`config.mk`:
```
export PLATFORM = sky130hd
export DESIGN_NAME = led_dimmer_brightness_control_unit_flat
export DESIGN_NICKNAME = d
export VERILOG_FILES = /design/src/hw/rtl/ldb_pkg.sv /design/src/hw/rtl/ldb_req_if.sv /design/src/hw/rtl/ldb_rsp_if.sv /design/src/hw/rtl/led_dimmer_brightness_control_unit.sv /design/src/hw/rtl/ldb_csr_regs.sv /design/src/hw/rtl/ldb_step_search.sv /design/src/hw/rtl/ldb_core.sv /design/src/flat_wrapper.sv
export SDC_FILE = /design/constraint.sdc
export NUM_CORES = 1
export LEC_CHECK = 0
export CORE_MARGIN = 2
export CORE_UTILIZATION = 30
export CTS_CLUSTER_DIAMETER = 80
export DETAILED_ROUTE_END_ITERATION = 7
export DONT_BUFFER_PORTS = 1
export SKIP_LAST_GASP = 1
export SYNTH_ARGS = -nofsm -noshare
export SYNTH_HDL_FRONTEND = slang
export SYNTH_SLANG_ARGS = --single-unit
```
`constraint.sdc`:
```
create_clock -name clock -period 11.72 [get_ports clock]
set_input_delay 1.172 -clock clock [delete_from_list [all_inputs] [get_ports clock]]
set_output_delay 1.172 -clock clock [all_outputs]
set_load 0.01 [all_outputs]
```
`src/hw/rtl/ldb_pkg.sv`:
```
// ----------------------------------------------------------------------------
// ldb_pkg
// Shared types, request codes, register indexes and the step table of the
// LED dimmer brightness control unit.
// ----------------------------------------------------------------------------
`default_nettype none

package ldb_pkg;

   localparam int LEVEL_W    = 8;
   localparam int REQ_W      = 4;
   localparam int CSR_IDX_W  = 2;
   localparam int CSR_DATA_W = 8;
   localparam int ROM_SIZE   = 16;
   localparam int STEP_COUNT_DEFAULT = 16;

   typedef logic [LEVEL_W-1:0] level_type;

   // Request codes; codes twelve to fifteen are unused and do nothing.
   typedef enum logic [REQ_W-1:0] {
      REQ_TOGGLE    = 4'd0,
      REQ_ON        = 4'd1,
      REQ_OFF       = 4'd2,
      REQ_NIGHT_ON  = 4'd3,
      REQ_NIGHT_OFF = 4'd4,
      REQ_STEP_UP   = 4'd5,
      REQ_STEP_DOWN = 4'd6,
      REQ_FINE_UP   = 4'd7,
      REQ_FINE_DOWN = 4'd8,
      REQ_UP_BY     = 4'd9,
      REQ_DOWN_BY   = 4'd10,
      REQ_SET       = 4'd11
   } req_code_type;

   // Configuration register indexes.
   localparam logic [CSR_IDX_W-1:0] CSR_NIGHT_LEVEL   = 2'd0;
   localparam logic [CSR_IDX_W-1:0] CSR_SLOW_BELOW    = 2'd1;
   localparam logic [CSR_IDX_W-1:0] CSR_FINE_AMOUNT   = 2'd2;
   localparam logic [CSR_IDX_W-1:0] CSR_COARSE_AMOUNT = 2'd3;

   localparam level_type NIGHT_LEVEL_RESET   = 8'd10;
   localparam level_type SLOW_BELOW_RESET    = 8'd40;
   localparam level_type FINE_AMOUNT_RESET   = 8'd2;
   localparam level_type COARSE_AMOUNT_RESET = 8'd5;

   localparam level_type LEVEL_MAX        = 8'd255;
   localparam level_type LEVEL_MIN_ON     = 8'd1;
   localparam level_type LAST_ON_RESET    = 8'd128;

   // Geometric brightness steps.
   localparam level_type STEP_ROM [ROM_SIZE] = '{
      8'd5, 8'd7, 8'd9, 8'd12, 8'd16, 8'd20, 8'd26, 8'd34,
      8'd43, 8'd56, 8'd72, 8'd93, 8'd119, 8'd154, 8'd198, 8'd255
   };

   typedef struct packed {
      logic [REQ_W-1:0] req_type;
      level_type        step_amount;
      level_type        target_level;
   } req_data_type;

   typedef struct packed {
      level_type level_out;
      logic      changed;
      logic      restart_runtime;
      logic      nightlight_cancel;
      logic      night_mode_on;
   } rsp_data_type;

   typedef struct packed {
      level_type night_level;
      level_type slow_below;
      level_type fine_amount;
      level_type coarse_amount;
   } cfg_type;

   typedef struct packed {
      logic      up_hit;
      level_type up_level;
      logic      down_hit;
      level_type down_level;
   } step_type;

endpackage

`default_nettype wire

```
`src/hw/rtl/ldb_req_if.sv`:
```
// ----------------------------------------------------------------------------
// ldb_req_if
// Request channel: valid/ready handshake carrying one dimmer request item.
// ----------------------------------------------------------------------------
`default_nettype none

interface ldb_req_if;
   import ldb_pkg::*;

   logic             valid;
   logic             ready;
   logic [REQ_W-1:0] req_type;
   level_type        step_amount;
   level_type        target_level;

   modport source (output valid, output req_type, output step_amount,
                   output target_level, input ready);
   modport sink   (input valid, input req_type, input step_amount,
                   input target_level, output ready);
endinterface

`default_nettype wire

```
`src/hw/rtl/ldb_rsp_if.sv`:
```
// ----------------------------------------------------------------------------
// ldb_rsp_if
// Result channel: valid/ready handshake carrying one dimmer result item.
// ----------------------------------------------------------------------------
`default_nettype none

interface ldb_rsp_if;
   import ldb_pkg::*;

   logic      valid;
   logic      ready;
   level_type level_out;
   logic      changed;
   logic      restart_runtime;
   logic      nightlight_cancel;
   logic      night_mode_on;

   modport source (output valid, output level_out, output changed,
                   output restart_runtime, output nightlight_cancel,
                   output night_mode_on, input ready);
   modport sink   (input valid, input level_out, input changed,
                   input restart_runtime, input nightlight_cancel,
                   input night_mode_on, output ready);
endinterface

`default_nettype wire

```
`src/hw/rtl/led_dimmer_brightness_control_unit.sv`:
```
// ----------------------------------------------------------------------------
// led_dimmer_brightness_control_unit
// Remote-control dimmer: applies one request item to the brightness state
// and returns one result item for it.
// ----------------------------------------------------------------------------
// Usage.
// Request items arrive on req_ch (valid/ready) and name one of twelve actions
// on the 8-bit brightness level. Every request item gives exactly one result
// item on rsp_ch (valid/ready), carrying the new level, a changed flag, the
// runtime-restart and nightlight-cancel pulses and the night mode flag.
// The four tuning registers are written through csr_we, csr_index and
// csr_data; they should only be written while no request is in flight.
// An accepted request moves from the request register into the result
// register once that is free or being emptied. Throughput is one item per
// cycle while the receiver takes results, set by the single pass through the
// state update logic between the two registers; the state written by one
// item is seen by the next one without a bubble.
// Reset clears the level to zero, sets the last on level to 128, clears
// night mode and loads the register defaults; both channels come up empty.
// When the receiver stalls, the result register holds its item and one more
// request is still taken into the request register; further requests then
// wait until the result is taken.
// ----------------------------------------------------------------------------
`default_nettype none

module led_dimmer_brightness_control_unit #(
   parameter int STEP_COUNT = ldb_pkg::STEP_COUNT_DEFAULT
) (
   input  wire logic                           clock,
   input  wire logic                           reset,
   ldb_req_if.sink                             req_ch,
   ldb_rsp_if.source                           rsp_ch,
   input  wire logic                           csr_we,
   input  wire logic [ldb_pkg::CSR_IDX_W-1:0]  csr_index,
   input  wire logic [ldb_pkg::CSR_DATA_W-1:0] csr_data
);
   import ldb_pkg::*;

   // Request register stage.
   logic         in_valid_ff, in_valid_in;
   req_data_type in_data_ff;

   // Result register stage.
   logic         out_valid_ff, out_valid_in;
   rsp_data_type out_data_ff;

   cfg_type      cfg;
   rsp_data_type core_rsp;
   logic         advance;

   // The held request moves on whenever the result register is free or
   // is being emptied in this cycle.
   assign advance      = in_valid_ff && (!out_valid_ff || rsp_ch.ready);
   assign req_ch.ready = !in_valid_ff || advance;

   always_comb begin
      in_valid_in = in_valid_ff;
      if (req_ch.ready) begin
         in_valid_in = req_ch.valid;
      end
      out_valid_in = out_valid_ff;
      if (advance) begin
         out_valid_in = 1'b1;
      end else if (rsp_ch.ready) begin
         out_valid_in = 1'b0;
      end
   end

   always_ff @(posedge clock) begin
      if (reset) begin
         in_valid_ff  <= 1'b0;
         out_valid_ff <= 1'b0;
      end else begin
         in_valid_ff  <= in_valid_in;
         out_valid_ff <= out_valid_in;
      end
   end

   // Payload registers carry no reset.
   always_ff @(posedge clock) begin
      if (req_ch.valid && req_ch.ready) begin
         in_data_ff.req_type     <= req_ch.req_type;
         in_data_ff.step_amount  <= req_ch.step_amount;
         in_data_ff.target_level <= req_ch.target_level;
      end
      if (advance) begin
         out_data_ff <= core_rsp;
      end
   end

   ldb_csr_regs u_csr (
      .clock     (clock),
      .reset     (reset),
      .csr_we    (csr_we),
      .csr_index (csr_index),
      .csr_data  (csr_data),
      .cfg       (cfg)
   );

   ldb_core #(.STEP_COUNT(STEP_COUNT)) u_core (
      .clock   (clock),
      .reset   (reset),
      .advance (advance),
      .req     (in_data_ff),
      .cfg     (cfg),
      .rsp     (core_rsp)
   );

   assign rsp_ch.valid             = out_valid_ff;
   assign rsp_ch.level_out         = out_data_ff.level_out;
   assign rsp_ch.changed           = out_data_ff.changed;
   assign rsp_ch.restart_runtime   = out_data_ff.restart_runtime;
   assign rsp_ch.nightlight_cancel = out_data_ff.nightlight_cancel;
   assign rsp_ch.night_mode_on     = out_data_ff.night_mode_on;

endmodule

`default_nettype wire

```
`src/hw/rtl/ldb_csr_regs.sv`:
```
// ----------------------------------------------------------------------------
// ldb_csr_regs
// Configuration registers written through the plain write port.
// ----------------------------------------------------------------------------
`default_nettype none

module ldb_csr_regs (
   input  wire logic                           clock,
   input  wire logic                           reset,
   input  wire logic                           csr_we,
   input  wire logic [ldb_pkg::CSR_IDX_W-1:0]  csr_index,
   input  wire logic [ldb_pkg::CSR_DATA_W-1:0] csr_data,
   output ldb_pkg::cfg_type                    cfg
);
   import ldb_pkg::*;

   cfg_type cfg_ff;

   always_ff @(posedge clock) begin
      if (reset) begin
         cfg_ff.night_level   <= NIGHT_LEVEL_RESET;
         cfg_ff.slow_below    <= SLOW_BELOW_RESET;
         cfg_ff.fine_amount   <= FINE_AMOUNT_RESET;
         cfg_ff.coarse_amount <= COARSE_AMOUNT_RESET;
      end else if (csr_we) begin
         case (csr_index)
            CSR_NIGHT_LEVEL:   cfg_ff.night_level   <= csr_data;
            CSR_SLOW_BELOW:    cfg_ff.slow_below    <= csr_data;
            CSR_FINE_AMOUNT:   cfg_ff.fine_amount   <= csr_data;
            CSR_COARSE_AMOUNT: cfg_ff.coarse_amount <= csr_data;
            default: ;
         endcase
      end
   end

   assign cfg = cfg_ff;

endmodule

`default_nettype wire

```
`src/hw/rtl/ldb_step_search.sv`:
```
// ----------------------------------------------------------------------------
// ldb_step_search
// Parallel compare of the current level against the step table, giving the
// next step above and the next step below.
// ----------------------------------------------------------------------------
`default_nettype none

module ldb_step_search #(
   parameter int STEP_COUNT = ldb_pkg::STEP_COUNT_DEFAULT
) (
   input  wire ldb_pkg::level_type level,
   output ldb_pkg::step_type       step
);
   import ldb_pkg::*;

   // Only the entries that exist in the table are ever searched.
   localparam int Used = (STEP_COUNT < ROM_SIZE) ? STEP_COUNT : ROM_SIZE;

   always_comb begin
      step = '0;
      // Walk downwards so that the lowest entry above the level wins.
      for (int i = Used - 1; i >= 0; i--) begin
         if (STEP_ROM[i] > level) begin
            step.up_hit   = 1'b1;
            step.up_level = STEP_ROM[i];
         end
      end
      // Walk upwards so that the highest entry below the level wins.
      for (int i = 0; i < Used; i++) begin
         if (STEP_ROM[i] < level) begin
            step.down_hit   = 1'b1;
            step.down_level = STEP_ROM[i];
         end
      end
   end

endmodule

`default_nettype wire

```
`src/hw/rtl/ldb_core.sv`:
```
// ----------------------------------------------------------------------------
// ldb_core
// Dimmer state (level, last on level, saved level, night flag) and the
// single-pass next-state and result logic for one request.
// ----------------------------------------------------------------------------
`default_nettype none

module ldb_core #(
   parameter int STEP_COUNT = ldb_pkg::STEP_COUNT_DEFAULT
) (
   input  wire logic                  clock,
   input  wire logic                  reset,
   input  wire logic                  advance,
   input  wire ldb_pkg::req_data_type req,
   input  wire ldb_pkg::cfg_type      cfg,
   output ldb_pkg::rsp_data_type      rsp
);
   import ldb_pkg::*;

   level_type level_ff, level_in;
   level_type last_on_ff, last_on_in;
   level_type saved_ff, saved_in;
   logic      night_ff, night_in;

   step_type  step;
   logic      do_on;
   logic      do_off;
   logic      leave;
   level_type fine_delta;
   level_type amount;
   logic      chg, rst, cnc;
   logic [LEVEL_W:0] sum;

   ldb_step_search #(.STEP_COUNT(STEP_COUNT)) u_search (
      .level (level_ff),
      .step  (step)
   );

   assign fine_delta = (level_ff < cfg.slow_below) ? cfg.fine_amount : cfg.coarse_amount;
   assign amount = (req.req_type == REQ_FINE_UP || req.req_type == REQ_FINE_DOWN)
                   ? fine_delta : req.step_amount;
   assign sum = {1'b0, level_ff} + {1'b0, amount};

   // Toggle, on, off and set-to-zero share the on/off paths.
   assign do_on  = (req.req_type == REQ_ON) ||
                   (req.req_type == REQ_TOGGLE && level_ff == '0);
   assign do_off = (req.req_type == REQ_OFF) ||
                   (req.req_type == REQ_TOGGLE && level_ff != '0) ||
                   (req.req_type == REQ_SET && req.target_level == '0);
   assign leave  = do_on || do_off || (req.req_type == REQ_NIGHT_OFF);

   always_comb begin
      level_in   = level_ff;
      last_on_in = last_on_ff;
      saved_in   = saved_ff;
      night_in   = night_ff;
      chg = 1'b0;
      rst = 1'b0;
      cnc = 1'b0;

      // Leaving night mode restores the saved level before anything else.
      if (leave && night_ff) begin
         level_in = saved_ff;
         night_in = 1'b0;
         chg      = 1'b1;
      end
      if (do_on && level_in == '0) begin
         level_in = last_on_ff;
         rst      = 1'b1;
         chg      = 1'b1;
      end
      if (do_off && level_in != '0) begin
         last_on_in = level_in;
         level_in   = '0;
         cnc        = 1'b1;
         chg        = 1'b1;
      end

      case (req.req_type)
         REQ_NIGHT_ON: begin
            if (!night_ff) begin
               saved_in = level_ff;
               level_in = cfg.night_level;
               night_in = 1'b1;
               chg      = 1'b1;
            end
         end
         REQ_STEP_UP: begin
            if (!night_ff && step.up_hit) begin
               level_in = step.up_level;
               chg      = 1'b1;
            end
         end
         REQ_STEP_DOWN: begin
            if (!night_ff && step.down_hit) begin
               level_in = step.down_level;
               chg      = 1'b1;
            end
         end
         REQ_FINE_UP, REQ_UP_BY: begin
            if (!night_ff && level_ff != LEVEL_MAX) begin
               level_in = (sum >= {1'b0, LEVEL_MAX}) ? LEVEL_MAX : sum[LEVEL_W-1:0];
               chg      = 1'b1;
            end
         end
         REQ_FINE_DOWN, REQ_DOWN_BY: begin
            if (!night_ff && level_ff != LEVEL_MIN_ON) begin
               if (level_ff == '0) begin
                  rst      = 1'b1;
                  level_in = LEVEL_MIN_ON;
               end else if (level_ff <= amount) begin
                  level_in = LEVEL_MIN_ON;
               end else begin
                  level_in = level_ff - amount;
               end
               chg = 1'b1;
            end
         end
         REQ_SET: begin
            // Non-zero set leaves night mode without restoring the saved level.
            if (req.target_level != '0) begin
               night_in = 1'b0;
               rst      = (level_ff == '0);
               level_in = req.target_level;
               chg      = 1'b1;
            end
         end
         default: ;
      endcase
   end

   always_ff @(posedge clock) begin
      if (reset) begin
         level_ff   <= '0;
         last_on_ff <= LAST_ON_RESET;
         saved_ff   <= '0;
         night_ff   <= 1'b0;
      end else if (advance) begin
         level_ff   <= level_in;
         last_on_ff <= last_on_in;
         saved_ff   <= saved_in;
         night_ff   <= night_in;
      end
   end

   assign rsp.level_out         = level_in;
   assign rsp.changed           = chg;
   assign rsp.restart_runtime   = rst;
   assign rsp.nightlight_cancel = cnc;
   assign rsp.night_mode_on     = night_in;

endmodule

`default_nettype wire

```
`src/flat_wrapper.sv`:
```
// flat-port wrapper written by rule: the top's interface ports become plain ports
module led_dimmer_brightness_control_unit_flat import ldb_pkg::*;
#(
   parameter int STEP_COUNT = ldb_pkg::STEP_COUNT_DEFAULT
)
  (clock, reset, csr_we, csr_index, csr_data, req_ch_valid, req_ch_req_type, req_ch_step_amount, req_ch_target_level, req_ch_ready, rsp_ch_valid, rsp_ch_level_out, rsp_ch_changed, rsp_ch_restart_runtime, rsp_ch_nightlight_cancel, rsp_ch_night_mode_on, rsp_ch_ready);
  ldb_req_if req_ch_i ();
  ldb_rsp_if rsp_ch_i ();
  input  wire logic clock;
  input  wire logic reset;
  input  wire logic csr_we;
  input  wire logic [ldb_pkg::CSR_IDX_W-1:0] csr_index;
  input  wire logic [ldb_pkg::CSR_DATA_W-1:0] csr_data;
  input wire logic [$bits(req_ch_i.valid)-1:0] req_ch_valid;
  input wire logic [$bits(req_ch_i.req_type)-1:0] req_ch_req_type;
  input wire logic [$bits(req_ch_i.step_amount)-1:0] req_ch_step_amount;
  input wire logic [$bits(req_ch_i.target_level)-1:0] req_ch_target_level;
  output wire logic [$bits(req_ch_i.ready)-1:0] req_ch_ready;
  output wire logic [$bits(rsp_ch_i.valid)-1:0] rsp_ch_valid;
  output wire logic [$bits(rsp_ch_i.level_out)-1:0] rsp_ch_level_out;
  output wire logic [$bits(rsp_ch_i.changed)-1:0] rsp_ch_changed;
  output wire logic [$bits(rsp_ch_i.restart_runtime)-1:0] rsp_ch_restart_runtime;
  output wire logic [$bits(rsp_ch_i.nightlight_cancel)-1:0] rsp_ch_nightlight_cancel;
  output wire logic [$bits(rsp_ch_i.night_mode_on)-1:0] rsp_ch_night_mode_on;
  input wire logic [$bits(rsp_ch_i.ready)-1:0] rsp_ch_ready;
  assign req_ch_i.valid = req_ch_valid;
  assign req_ch_i.req_type = req_ch_req_type;
  assign req_ch_i.step_amount = req_ch_step_amount;
  assign req_ch_i.target_level = req_ch_target_level;
  assign req_ch_ready = req_ch_i.ready;
  assign rsp_ch_valid = rsp_ch_i.valid;
  assign rsp_ch_level_out = rsp_ch_i.level_out;
  assign rsp_ch_changed = rsp_ch_i.changed;
  assign rsp_ch_restart_runtime = rsp_ch_i.restart_runtime;
  assign rsp_ch_nightlight_cancel = rsp_ch_i.nightlight_cancel;
  assign rsp_ch_night_mode_on = rsp_ch_i.night_mode_on;
  assign rsp_ch_i.ready = rsp_ch_ready;
  led_dimmer_brightness_control_unit #(.STEP_COUNT(STEP_COUNT)) u_core (.clock(clock), .reset(reset), .req_ch(req_ch_i), .rsp_ch(rsp_ch_i), .csr_we(csr_we), .csr_index(csr_index), .csr_data(csr_data));
endmodule
```
* Word level (Yosys, flattened, before mapping)
Cells that the tools add are included.
Word-level totals: register bits 91, input bits 35, output and inout bits 14, word-level logic and storage cells 181
Cells by class: add/sub/neg operators 2, magnitude comparators 35, eq/ne operators 16, mux-type cells 69, bitwise gates (word level) 1, reduce and logical (&&, ||, !) cells 40
Operators by type and width (count):
- 9-bit 2-to-1 mux | 32
- 8-bit 2-to-1 mux | 14
- 8-bit one-hot mux with 6 select lines | 1
- 5-bit by 8-bit greater-than comparator with 1-bit output (first input constant) | 3
- 6-bit by 8-bit greater-than comparator with 1-bit output (first input constant) | 3
- 7-bit by 8-bit greater-than comparator with 1-bit output (first input constant) | 3
- 8-bit greater-than comparator (first input constant) | 3
- 8-bit zero test | 3
- 5-bit by 8-bit < comparator with 1-bit output (first input constant) | 3
- 6-bit by 8-bit < comparator with 1-bit output (first input constant) | 3
- 7-bit by 8-bit < comparator with 1-bit output (first input constant) | 3
- 8-bit < comparator (first input constant) | 3
- 8-bit nonzero test | 3
- 1-bit 2-to-1 mux | 19
- 4-bit by 3-bit == test with 1-bit output (second input constant) | 4
- 4-bit == test (second input constant) | 4
- 3-bit by 8-bit greater-than comparator with 1-bit output (first input constant) | 2
- 4-bit by 8-bit greater-than comparator with 1-bit output (first input constant) | 2
- 3-bit by 8-bit < comparator with 1-bit output (first input constant) | 2
- 4-bit by 8-bit < comparator with 1-bit output (first input constant) | 2
- 1-bit logical AND | 12
- 2-bit AND reduction | 5
- 8-bit by 8-bit adder with 9-bit output | 1
- 9-bit by 8-bit >= comparator with 1-bit output (second input constant) | 1
- other kinds (19) | 32

* Depth between registers and ports, before layout
depth in word-level cells 20, depth in mapped cells 19, mapped depth without buffers 19

* Modules after synthesis
Synthesis repeated with hierarchy kept, for this count alone.
Unflattened totals: cell total of the unflattened synthesis 828, area total of the unflattened synthesis 6995.5 um2
Modules (own cells, without submodules):
- ldb_core | times used 1, cells each 535, area each 3813.7 um2, seq. area each 500.5 um2
- ldb_csr_regs | times used 1, cells each 123, area each 1295.0 um2, seq. area each 640.6 um2
- led_dimmer_brightness_control_unit | times used 1, cells each 42, area each 1064.8 um2, seq. area each 1001.0 um2
- ldb_step_search | times used 1, cells each 128, area each 822.0 um2, seq. area each 0.0 um2

* Worst setup path after synthesis
No wires, ideal clock.
path kind reg-to-reg, start reg u_core.u_core.level_ff[1], end reg u_core.out_data_ff, in the netlist u_core.rsp_ch.level_out[1] (data pin), library setup time 0.255 ns, data arrival time 4.481 ns, required time 11.465 ns, slack 6.984 ns, cell stages (with the launch flop) 19, path through dfxtp_1 ha_1 a21boi_0 o21a_1 o21ai_0 a21oi_1 o41ai_2 mux2i_1 o21ai_0 ha_1 fa_1 a211oi_1 o21ai_0 a21o_1 nor3_1 nor2_1 o41ai_1 o2111a_1 nor2_1
RTL lines:
- start, declared | line ldb_core.sv:20 | level_type level_ff, level_in;
- start signal, assigned | line ldb_core.sv:139 | level_ff <= level_in;
- end signal, assigned | line led_dimmer_brightness_control_unit.sv:87 | out_data_ff <= core_rsp;
- end, declared | line led_dimmer_brightness_control_unit.sv:45 | rsp_data_type out_data_ff;

==> out/qor.csv <==
stage;metric;value;unit
pwr;internal portion of total power;566;uW
die;die boundary width;151;um
placed_design;placed instance count;1019;
cts;Post-CTS Setup Inserts;0;
setup_path;class of the most critical setup path;reg -> reg;
pwr;Psw;290;uW
setup_path;last element of the critical path;u_core.u_core.level_ff[3]$_SDFFE_PP0P_;
pwr;pwr dens;122;nW/um^2
die;count of standard-cell rows;53;
setup_path;Max FO, Critical Path;17;
sta;final setup violation count;0;
placed_design;RePlAce Congestion;0.965;
final_layout;cell area after layout;7010;um^2
pwr;relative contribution of the clock network to total power;0.355;
yosys;top cells by area, synth;sky130_fd_sc_hd__dfxtp_1 18%, sky130_fd_sc_hd__edfxtp_1 15%, sky130_fd_sc_hd__nand2_1 5.6%;
yosys;Post-synth top flop;sky130_fd_sc_hd__dfxtp_1;
sta;minimum clock period after layout;5.10;ns
placed_design;HPWL after DPL;16500;um
flow_run;max-capacitance violation count;0;
setup_path;data required time at the worst endpoint;11.98;ns
die;chip height;151;um
setup_path;Setup crit end kind;register;
route;per-cell via count in the routed design;5.85;
die;core footprint;21100;um^2
setup_path;reg-to-reg setup timing slack;6.62;ns
sta;Rel. slew slack;0.318;
pwr;sequential power share;0.417;
route;routed length on met1;9220;um
route;wire per inst;21.2;um
sta;final hold slack;0.454;ns
route;DRC violation count after routing;0;
final_layout;most used cells in the layout excluding fill and tap cells;96 x sky130_fd_sc_hd__nand2_1, 71 x sky130_fd_sc_hd__nor2_1, 60 x sky130_fd_sc_hd__a21oi_1;
yosys;Yosys top cell by area;sky130_fd_sc_hd__dfxtp_1;
setup_path;type of origin of the critical path;register;
global_route;number of global-route vias before repair;5702;
route;highest signal layer in the routed design;met4;
pwr;Worst VDD drop;0.0663;mV
cts;clock root buffer;sky130_fd_sc_hd__clkbuf_16;
global_route;first-pass GRT wire length;33700;um
cts;post_cts resized;0;
route;Detailed Routing Iterations Pass 1;5;
sta;Final Cycle Share;0.435;
pwr;Sw Ratio;0.339;
cts;Num Clock Sinks;91;
final_layout;# diodes;0;
final_layout;# fillers;2267;
setup_path;critical path data arrival time;5.36;ns
cts;CTS max path bufs;2;
cts;cts bufs inserted;9;
yosys;area fraction of the dominant cell type after synthesis;0.182;
setup_path;worst reg-to-reg path cell count;19;
route;final wirelength;22000;um
cts;insertion delay to the later sink of the worst-skew pair;0.36;ns
pwr;Comb power frac;0.228;
pwr;Design Power;856;uW
die;DIE AREA;22800;um^2
sta;Least-Margin Pin Slew;1.01;ns
route;post-detailed-route count of antenna-violating nets;0;
placed_design;quantity of I/O buffers inserted on ports;0;
global_route;total global routing overflow;0;
sta;final-report hold violation count;0;
route;detailed route wirelength on metal3;1730;um
global_route;pin count of the biggest net entering global routing;50;
yosys;number of distinct standard cells referenced by the synthesized netlist;84;
final_layout;most common library cell in the layout ignoring fill and taps;sky130_fd_sc_hd__nand2_1;
cts;TritonCTS clock tree;built;
yosys;synthesized netlist net count;845;
final_layout;final cell count without fillers;1035;
yosys;syn avg cell area;8.29;um^2
pwr;static power due to leakage;0.00262;uW
final_layout;total number of nets in the final design;819;
yosys;FFs w/ async S/R, synth;0;
setup_path;end of the worst register-to-register path;u_core.u_core.level_ff[3]$_SDFFE_PP0P_;
sta;post-route clock skew;0.0141;ns
global_route;global router's overall resource usage;0.195;
sta;number of max-slew violations in the final report;0;
sta;achievable clock frequency;196;MHz
min_path;type of the worst min-delay path;reg -> reg;
global_route;antenna violations before repair;0;
yosys;number of warning messages in the yosys log;0;
cts;CTS hold repair buffers;0;
final_layout;relative area change from synthesis to final layout;8.35;%
placed_design;instance area after placement;6710;um^2
yosys;synthesis-stage register bit count;91;
die;count of boundary I/O pins;49;
outcome;result of the run;completed;
sta;Setup Total Neg Slack;0;ns
route;Vias;6054;
route;routed wl met2;9910;um
cts;H-tree level count;3;
yosys;sequential share of the synthesized area;0.331;
sta;RSZ-0062 raised after global routing;no;
cts;register clock-pin slew on the reported worst setup and hold paths;0.08;ns
final_layout;fraction of layout instances using a drive strength above 1;0.0855;
die;starting utilization of the core area;0.307;
route;DRC violation total after the first TritonRoute iteration;710;
yosys;Syn Inst Count;781;
setup_path;first element of the critical path;u_core.u_core.level_ff[0]$_SDFFE_PP0P_;
yosys;count of flip-flops with a built-in enable after synthesis;32;
yosys;post-synthesis instance area;6470;um^2
setup_path;RR Startpoint;u_core.u_core.level_ff[0]$_SDFFE_PP0P_;
layout make-up:
type,count,area [um^2],area share
multi-input combinational,616,4030,0.575
inverter,24,90.1,0.0128
timing repair buffer,13,97.6,0.0139
clock inverter,7,81.3,0.0116
tap,275,344,0.0491
sequential,91,2140,0.305
clock buffer,9,225,0.0321
logic make-up after synthesis:
logic type,after synthesis,synth area share
XOR/XNOR,8,0.0108
multiplexers,30,0.0464
adder cells (fa/ha/maj),30,0.0599
AO/OA/AOI/OAI,266,0.292
buffers and inverters,74,0.0460
AND/OR/NAND/NOR,282,0.214
flip-flops,91,0.331
how the worst min path moves through the flow:
| stage | startpoint | to | slack (ns) | cells past startpoint |
|---|---|---|---|---|
| final | u_core.u_csr.cfg[3]$_SDFFE_PP0P_ | u_core.u_csr.cfg[3]$_SDFFE_PP0P_ | 0.45 | 2 |
| after global routing | u_core.u_csr.cfg[4]$_SDFFE_PP0P_ | u_core.u_csr.cfg[4]$_SDFFE_PP0P_ | 0.48 | 2 |
| after CTS | u_core.u_csr.cfg[4]$_SDFFE_PP0P_ | u_core.u_csr.cfg[4]$_SDFFE_PP0P_ | 0.45 | 2 |
| after detailed placement | u_core.u_csr.cfg[3]$_SDFFE_PP0P_ | u_core.u_csr.cfg[3]$_SDFFE_PP0P_ | 0.44 | 2 |
| after global placement | u_core.u_csr.cfg[4]$_SDFFE_PP0P_ | u_core.u_csr.cfg[4]$_SDFFE_PP0P_ | 0.44 | 2 |
| after floorplan | u_core.u_csr.cfg[1]$_SDFFE_PP0P_ | u_core.u_csr.cfg[1]$_SDFFE_PP0P_ | 0.44 | 2 |
Yosys cell counts, types with 8 or more instances:
library cell,instances
sky130_fd_sc_hd__o21ai_0,52
sky130_fd_sc_hd__a221oi_1,9
sky130_fd_sc_hd__edfxtp_1,32
sky130_fd_sc_hd__nor4_1,15
sky130_fd_sc_hd__clkbuf_1,42
sky130_fd_sc_hd__ha_1,27
sky130_fd_sc_hd__inv_1,24
sky130_fd_sc_hd__nor3_1,16
sky130_fd_sc_hd__mux2i_1,30
sky130_fd_sc_hd__dfxtp_1,59
sky130_fd_sc_hd__and2_1,8
sky130_fd_sc_hd__nor2_1,71
sky130_fd_sc_hd__a31oi_1,12
sky130_fd_sc_hd__a211oi_1,15
sky130_fd_sc_hd__nand2b_1,10
sky130_fd_sc_hd__nand2_1,96
sky130_fd_sc_hd__o21a_1,16
sky130_fd_sc_hd__a21oi_1,60
sky130_fd_sc_hd__a22oi_1,8
sky130_fd_sc_hd__nand3_1,15
per-stage QoR:
| step | setup slack (ns) | utilization |
|---|---|---|
| floorplan | 6.98 | - |
| global placement | 6.91 | 0.318 |
| detailed placement | 6.69 | 0.318 |
| CTS | 6.70 | 0.333 |
| global route | 6.24 | 0.333 |
| finish | 6.62 | 0.333 |
routing by layer:
| layer | vias up | track usage |
|---|---|---|
| li1 | 2874 | - |
| met4 | 0 | 0.0958 |
| met5 | - | 0 |
| met2 | 283 | 0.303 |
| met3 | 53 | 0.0482 |
| met1 | 2844 | 0.252 |
flip-flops by register name, indices dropped and copies added, names as in the netlist:
signal / flops
u_core.u_csr.cfg: 32
u_core.rsp_ch.valid: 1
u_core.u_core.last_on_ff: 8
u_core.in_data_ff: 20
u_core.rsp_ch.level_out: 8
u_core.rsp_ch.nightlight_cancel: 1
u_core.rsp_ch.night_mode_on: 1
u_core.rsp_ch.changed: 1
u_core.u_core.level_ff: 8
u_core.in_valid_ff: 1
u_core.u_core.night_ff: 1
u_core.rsp_ch.restart_runtime: 1
u_core.u_core.saved_ff: 8
power groups by stage:
stage | Combinational (uW) | Clock [uW] | Sequential [uW]
6_report | 195 | 304 | 357
5_1_grt | 213 | 322 | 359
4_1_cts | 191 | 310 | 357
3_5_place_dp | 190 | 0 | 364
3_3_place_gp | 191 | 0 | 364
2_1_floorplan | 143 | 0 | 357
worst max-delay path, cell delays in order (launching register included):
cell,delay (ns)
sky130_fd_sc_hd__dfxtp_1,0.77
sky130_fd_sc_hd__inv_1,0.32
sky130_fd_sc_hd__a21boi_0,0.23
sky130_fd_sc_hd__o21a_1,0.12
sky130_fd_sc_hd__o21ai_0,0.07
sky130_fd_sc_hd__a21oi_1,0.16
sky130_fd_sc_hd__o41ai_2,0.07
sky130_fd_sc_hd__buf_4,0.18
sky130_fd_sc_hd__mux2i_1,0.12
sky130_fd_sc_hd__o21ai_0,0.33
sky130_fd_sc_hd__ha_1,0.28
sky130_fd_sc_hd__fa_1,0.22
sky130_fd_sc_hd__o21bai_1,0.10
sky130_fd_sc_hd__a211o_1,0.35
sky130_fd_sc_hd__o41ai_2,0.52
sky130_fd_sc_hd__nor2_1,0.23
sky130_fd_sc_hd__a22oi_1,0.27
sky130_fd_sc_hd__a31oi_1,0.13
sky130_fd_sc_hd__a211o_1,0.32
sky130_fd_sc_hd__o21ba_2,0.20
No activity file was read; power rests on OpenSTA's default activity.
